==> src/hdl/bpfa_pkg.sv <==
package bpfa_pkg;

    localparam int DEF_MAX_FRAMES = 32768;
    localparam int PAGE_BYTES     = 4096;   // power of two
    localparam int PAGE_SHIFT     = $clog2(PAGE_BYTES);
    localparam int CFG_TOTAL_RST  = 32768;

    localparam int CFG_W  = 16;
    localparam int OP_W   = 3;
    localparam int ADDR_W = 32;
    localparam int LEN_W  = 32;
    localparam int PA_W   = 27;
    localparam int BYTES_W = 28;

    localparam logic [OP_W-1:0] OP_ALLOC     = 3'd0;
    localparam logic [OP_W-1:0] OP_FREE_PAGE = 3'd1;
    localparam logic [OP_W-1:0] OP_MARK_USED = 3'd2;
    localparam logic [OP_W-1:0] OP_MARK_FREE = 3'd3;
    localparam logic [OP_W-1:0] OP_MARK_ALL  = 3'd4;

    typedef struct packed {
        logic [OP_W-1:0]   operation;
        logic [ADDR_W-1:0] address;
        logic [LEN_W-1:0]  length;
    } in_item_t;

    typedef struct packed {
        logic               status;
        logic [PA_W-1:0]    page_address;
        logic [BYTES_W-1:0] free_bytes;
        logic [BYTES_W-1:0] total_bytes;
    } out_item_t;

    typedef enum logic [1:0] {
        MODE_ALLOC,
        MODE_SET,
        MODE_CLEAR
    } word_mode_t;

    // bit range [lo_bit, hi_bit] of the current bitmap word
    typedef struct packed {
        word_mode_t mode;
        logic [4:0] lo_bit;
        logic [4:0] hi_bit;
    } word_ctrl_t;

    typedef struct packed {
        logic [31:0] new_word;
        logic        hit;
        logic [4:0]  bit_idx;
        logic [5:0]  delta;
    } word_res_t;

    function automatic logic [5:0] popcount32(input logic [31:0] v);
        logic [1:0] s1 [16];
        logic [2:0] s2 [8];
        logic [3:0] s3 [4];
        logic [4:0] s4 [2];
        for (int i = 0; i < 16; i++) begin
            s1[i] = {1'b0, v[2*i]} + {1'b0, v[2*i+1]};
        end
        for (int i = 0; i < 8; i++) begin
            s2[i] = {1'b0, s1[2*i]} + {1'b0, s1[2*i+1]};
        end
        for (int i = 0; i < 4; i++) begin
            s3[i] = {1'b0, s2[2*i]} + {1'b0, s2[2*i+1]};
        end
        for (int i = 0; i < 2; i++) begin
            s4[i] = {1'b0, s3[2*i]} + {1'b0, s3[2*i+1]};
        end
        return {1'b0, s4[0]} + {1'b0, s4[1]};
    endfunction

    // index of the single set bit of a one-hot word
    function automatic logic [4:0] onehot_index(input logic [31:0] v);
        logic [4:0] idx;
        idx = '0;
        for (int i = 0; i < 32; i++) begin
            if (v[i]) begin
                idx = idx | 5'(i);
            end
        end
        return idx;
    endfunction

endpackage

==> src/hdl/bpfa_word_unit.sv <==
module bpfa_word_unit (
    input  bpfa_pkg::word_ctrl_t ctrl,
    input  logic [31:0]          old_word,
    output bpfa_pkg::word_res_t  res
);
    import bpfa_pkg::*;

    logic [31:0] range_mask;
    logic [31:0] cand;
    logic [31:0] mask;
    logic [31:0] flips;

    always_comb
    begin
        range_mask = ({32{1'b1}} << ctrl.lo_bit) & ({32{1'b1}} >> (5'd31 - ctrl.hi_bit));
        cand       = ~old_word & range_mask;
        // allocation picks the lowest free bit only
        if (ctrl.mode == MODE_ALLOC)
        begin
            mask = cand & (~cand + 32'd1);
        end
        else
        begin
            mask = range_mask;
        end
        if (ctrl.mode == MODE_CLEAR)
        begin
            res.new_word = old_word & ~mask;
            flips        = old_word & mask;
        end
        else
        begin
            res.new_word = old_word | mask;
            flips        = ~old_word & mask;
        end
        res.hit     = |cand;
        res.bit_idx = onehot_index(mask);
        res.delta   = popcount32(flips);
    end

endmodule
==> config.mk <==
export PLATFORM = sky130hd
export DESIGN_NAME = bpfa_word_unit
export DESIGN_NICKNAME = d
export VERILOG_FILES = /design/src/hdl/bpfa_pkg.sv /design/src/hdl/bpfa_word_unit.sv
export SDC_FILE = /design/constraint.sdc
export NUM_CORES = 1
export LEC_CHECK = 0
export ABC_AREA = 1
export BUFFER_PORTS_ARGS = -buffer_cell sky130_fd_sc_hd__buf_4
export CAP_MARGIN = 25
export CELL_PAD_IN_SITES_DETAIL_PLACEMENT = 1
export CELL_PAD_IN_SITES_GLOBAL_PLACEMENT = 1
export CORE_ASPECT_RATIO = 0.75
export CORE_UTILIZATION = 25
export DETAILED_ROUTE_END_ITERATION = 6
export PLACE_DENSITY_LB_ADDON = 0.1
export SLEW_MARGIN = 20
export SYNTH_ARGS = -nofsm -noshare
export SYNTH_HDL_FRONTEND = slang
export SYNTH_SLANG_ARGS = --single-unit
==> constraint.sdc <==
create_clock -name vclk -period 7.5
set_input_delay 0.75 -clock vclk [all_inputs]
set_output_delay 0.75 -clock vclk [all_outputs]
set_load 0.02 [all_outputs]
Word-level counts from Yosys, hierarchy flattened

Index checks and enable logic that the tools add are counted.
Widths: inputs -> output; s select.

Add/sub/neg operators: 33
Eq/ne operators: 1
Shift-type cells: 2
Multiplexer cells: 34
Bitwise gates (word level): 10
Reduce and logical (&&, ||, !) cells: 2

Operator list:

| cell                  | count |
|---|---|
| $and 32x32->32        | 6 |
| $mux 32               | 3 |
| $not 32->32           | 3 |
| $mux 5                | 16 |
| $add 1x1->2           | 16 |
| $add 32x1->32 const B | 1 |
| $mux 4                | 8 |
| $or 32x32->32         | 1 |
| $reduce_or 32->1      | 1 |
| $shl 32x5->32 const A | 1 |
| $shr 32x5->32 const A | 1 |
| $add 2x2->3           | 8 |
| $add 3x3->4           | 4 |
| $mux 3                | 4 |
| $add 4x4->5           | 2 |
| $add 5x5->6           | 1 |
| $sub 5x5->5 const A   | 1 |
| $mux 2                | 2 |
| $eq 2x2->1 const B    | 1 |
| $logic_not 2->1       | 1 |
| $mux 1                | 1 |

Bits in registers: 0
Bits of input ports: 44
Output and inout bits: 44
Logic and storage cells: 82

Depth between registers and ports, before layout

Depth after elaboration: 39
Mapped depth: 32

Worst setup path before layout

OpenSTA, ideal clock, no wires.

Path kind: input -> output
Start point: input port ctrl[3] (netlist name)
End point: output port res[4] (netlist name)
Data arrival time: 6.426 ns
Data required time: 6.750 ns
Setup slack: 0.324 ns
Cell stages on the path: 26
Cell sequence: buf_4 nor2_2 nand3_1 nand3_1 nand2_2 nor2_4 nand2_1 nor2_2 nand2_1 o21ai_1 o21ai_0 fa_1 fa_1 inv_1 fa_1 inv_1 fa_1 fa_1 fa_1 inv_1 ha_1 fa_1 a21oi_1 nor2_1 nor2_1 xnor2_1

RTL lines:

| element         | RTL line            | RTL |
|---|---|---|
| start, declared | bpfa_word_unit.sv:2 | `input bpfa_pkg::word_ctrl_t ctrl,` |
| end, declared   | bpfa_word_unit.sv:4 | `output bpfa_pkg::word_res_t res` |

==> results.yml <==
global_route:
  antenna_found_initial: 0
  grt_pass1_wl_mm: 29.2
  grt_overflow: 0
  grt_pass1_vias: 5107
  grt_max_degree: 52
  grt_usage: 0.261
worst_setup_path:
  worst-setup-path-type: "in -> out"
  critPathRequiredTime_ps: 6750
  cp.arrival_ps: 6660
  cp_slowest_cell: "fa_1"
  slowest_delay_ps: 570
  critPathCaptureType: "output pin"
  startpoint_type: "input port"
  cp_max_fo: 7
  cpMostUsedCell: "fa_1"
layout:
  num-fill-cells: 1879
  drive_gt1_frac: 0.331
  num_antenna_cells: 0
  seq_cell_count: 0
  nClkBuffers: 0
  final_util: 0.381
  seq_area_um2: 0
  finalNetCount: 914
  syn_to_final_growth_pct: 48.6
sta:
  worst_slack_ps: 91.6
  fmax_ghz: 0.135
  hold_viol: 0
  post-route-period-util: 0.988
  slew_headroom: 0.642
  slew_viol_final: 0
  tightest_slew_ps: 532
  min_period_ps: 7410
  rsz0062_at_grt: "true"
  setup_violations: 0
synthesis:
  yosys.cell_types.count: 33
  netlist_instances: 697
  synth_top_cell_by_area: "nand2_1"
  synth_area_mm2: 0.00353
  ys_seq_area_frac: 0
  syn_avg_cell_area_um2: 5.06
  netlist_top_cells_area: "nand2_1 20%, fa_1 14%, nor2_1 14%, inv_1 11%, nand3_1 10%"
  synth_fp_nets: 772
  synth_warnings: 0
  synth.top_cell.area_share: 0.196
worst_hold_path:
  hold_class: "in -> out"
power_and_ir_drop:
  seqPwrFrac: 0
  p_int_w: 0.000222
  swShare: 0.608
  leakage_nw: 2.85
  clockPowerShare: 0
  powerDensity_mw_per_mm2: 108
  pwr-share-comb: 1.000
  peakVddDrop_v: 0.000180
  p_sw_w: 0.000344
job:
  drv_cap: 0
outcome:
  failed_checks: "design-rule violations"
  status: "complete, but fails checks"
floorplan:
  start_util: 0.257
  placementRows: 37
  die_x_um: 139
  coreArea_mm2: 0.0137
  die_h_um: 105
  die-area_mm2: 0.0146
  pin_count: 88
placed_design:
  routabilityCongestion: 0.962
  dp_slack_ps: -185
  dpl.hpwl_mm: 16.5
  portBuffers: 88
clocking:
  cts.hold.buffers_added: 0
detailed_routing:
  drc_errors: 1
  dr.pass1.iters: 7
  wl_mm: 19.2
  drt_iter0_markers: 256
  vias: 5120
  via_per_inst: 5.06
  final_antenna_net_count: 0
  wire_per_inst_um: 18.9
[final timing paths]
kind,to,startpoint,depth (start not counted)
min,res[20],old_word[8],4
max,res[4],ctrl[1],29
[area by class of cell]
class | instances | area, um2 | share of cell area
timing repair buffer | 158 | 1250 | 0.238
tap | 175 | 219 | 0.0418
multi-input combinational | 568 | 3360 | 0.640
inverter | 111 | 422 | 0.0804
[synth_stat cells (all sizes together)]
| cell type | instances |
|---|---|
| and2 | 3 |
| nor2 | 143 |
| nand3 | 74 |
| clkbuf | 12 |
| nor3 | 9 |
| xnor2 | 1 |
| ha | 7 |
| inv | 110 |
| nor4 | 1 |
| nand2 | 195 |
| a31oi | 1 |
| o21ai | 59 |
| nand3b | 3 |
| buf | 6 |
| xor2 | 6 |
| o211ai | 1 |
| o22ai | 1 |
| clkinv | 1 |
| fa | 24 |
| o21a | 1 |
| nand4 | 18 |
| a21oi | 21 |
[kinds of logic (layout without fill, tap and decap cells)]
family,count (synthesis),count (layout),share of synthesized area
buf+inv,129,269,0.141
simple gates,446,446,0.552
fa+ha+maj,31,31,0.161
xor+xnor,7,7,0.0174
compound gates,84,84,0.128
[power groups by stage]
stage | Combinational [W] | Sequential (W) | Clock [W]
floorplan | 0.000297 | 0 | 0
global placement | 0.000493 | 0 | 0
detailed placement | 0.000501 | 0 | 0
CTS | 0.000513 | 0 | 0
global route | 0.000621 | 0 | 0
finish | 0.000566 | 0 | 0
[cell usage in the layout (no fill, tap or decap), types with 15 or more instances in the layout]
cell type / netlist / final
nand2_1: 184 / 160
buf_4: 3 / 149
nor2_1: 127 / 113
inv_1: 100 / 93
nand3_1: 71 / 58
o21ai_0: 51 / 40
nand2_2: 11 / 31
fa_1: 24 / 21
nand4_1: 18 / 18
nor2_4: 4 / 15
inv_2: 10 / 15
nor2_2: 12 / 15
a21oi_1: 18 / 15
[metal layers]
metal / track usage / up-vias / part of all wire
li1: - / 2478 / -
met1: 0.394 / 2483 / 0.51
met2: 0.404 / 153 / 0.43
met3: 0.0357 / 6 / 0.056
met4: 0.0143 / 0 / 0.0061
met5: 0 / - / 0
[what timing repair did]
item,CTS,global route
buffers inserted,2,14
pin swaps,5,33
gates resized for setup,10,100
endpoints found under the setup margin,2,5
[critical path: cells and delay by family]
family	cells	cell delay [ps]
buffers and inverters	7	750
XOR/XNOR	1	140
adder cells (fa/ha/maj)	8	3710
AND/OR/NAND/NOR	10	930
AO/OA/AOI/OAI	3	380
[metrics by stage]
| step | TNS [ps] | total power, W | instances | instance area, um2 | hold slack [ps] |
|---|---|---|---|---|---|
| 2_1_floorplan | 0 | 0.000297 | 697 | 3530 | 1690 |
| 6_report | 0 | 0.000566 | 1012 | 5240 | 1840 |
| 3_5_place_dp | -202 | 0.000501 | 996 | 4780 | 1840 |
| 4_1_cts | 0 | 0.000513 | 998 | 4820 | 1850 |
| 5_1_grt | -197 | 0.000621 | 1012 | 5240 | 1870 |
| 3_3_place_gp | -41.5 | 0.000493 | 996 | 4780 | 1830 |
No activity file was read; power rests on OpenSTA's default activity.
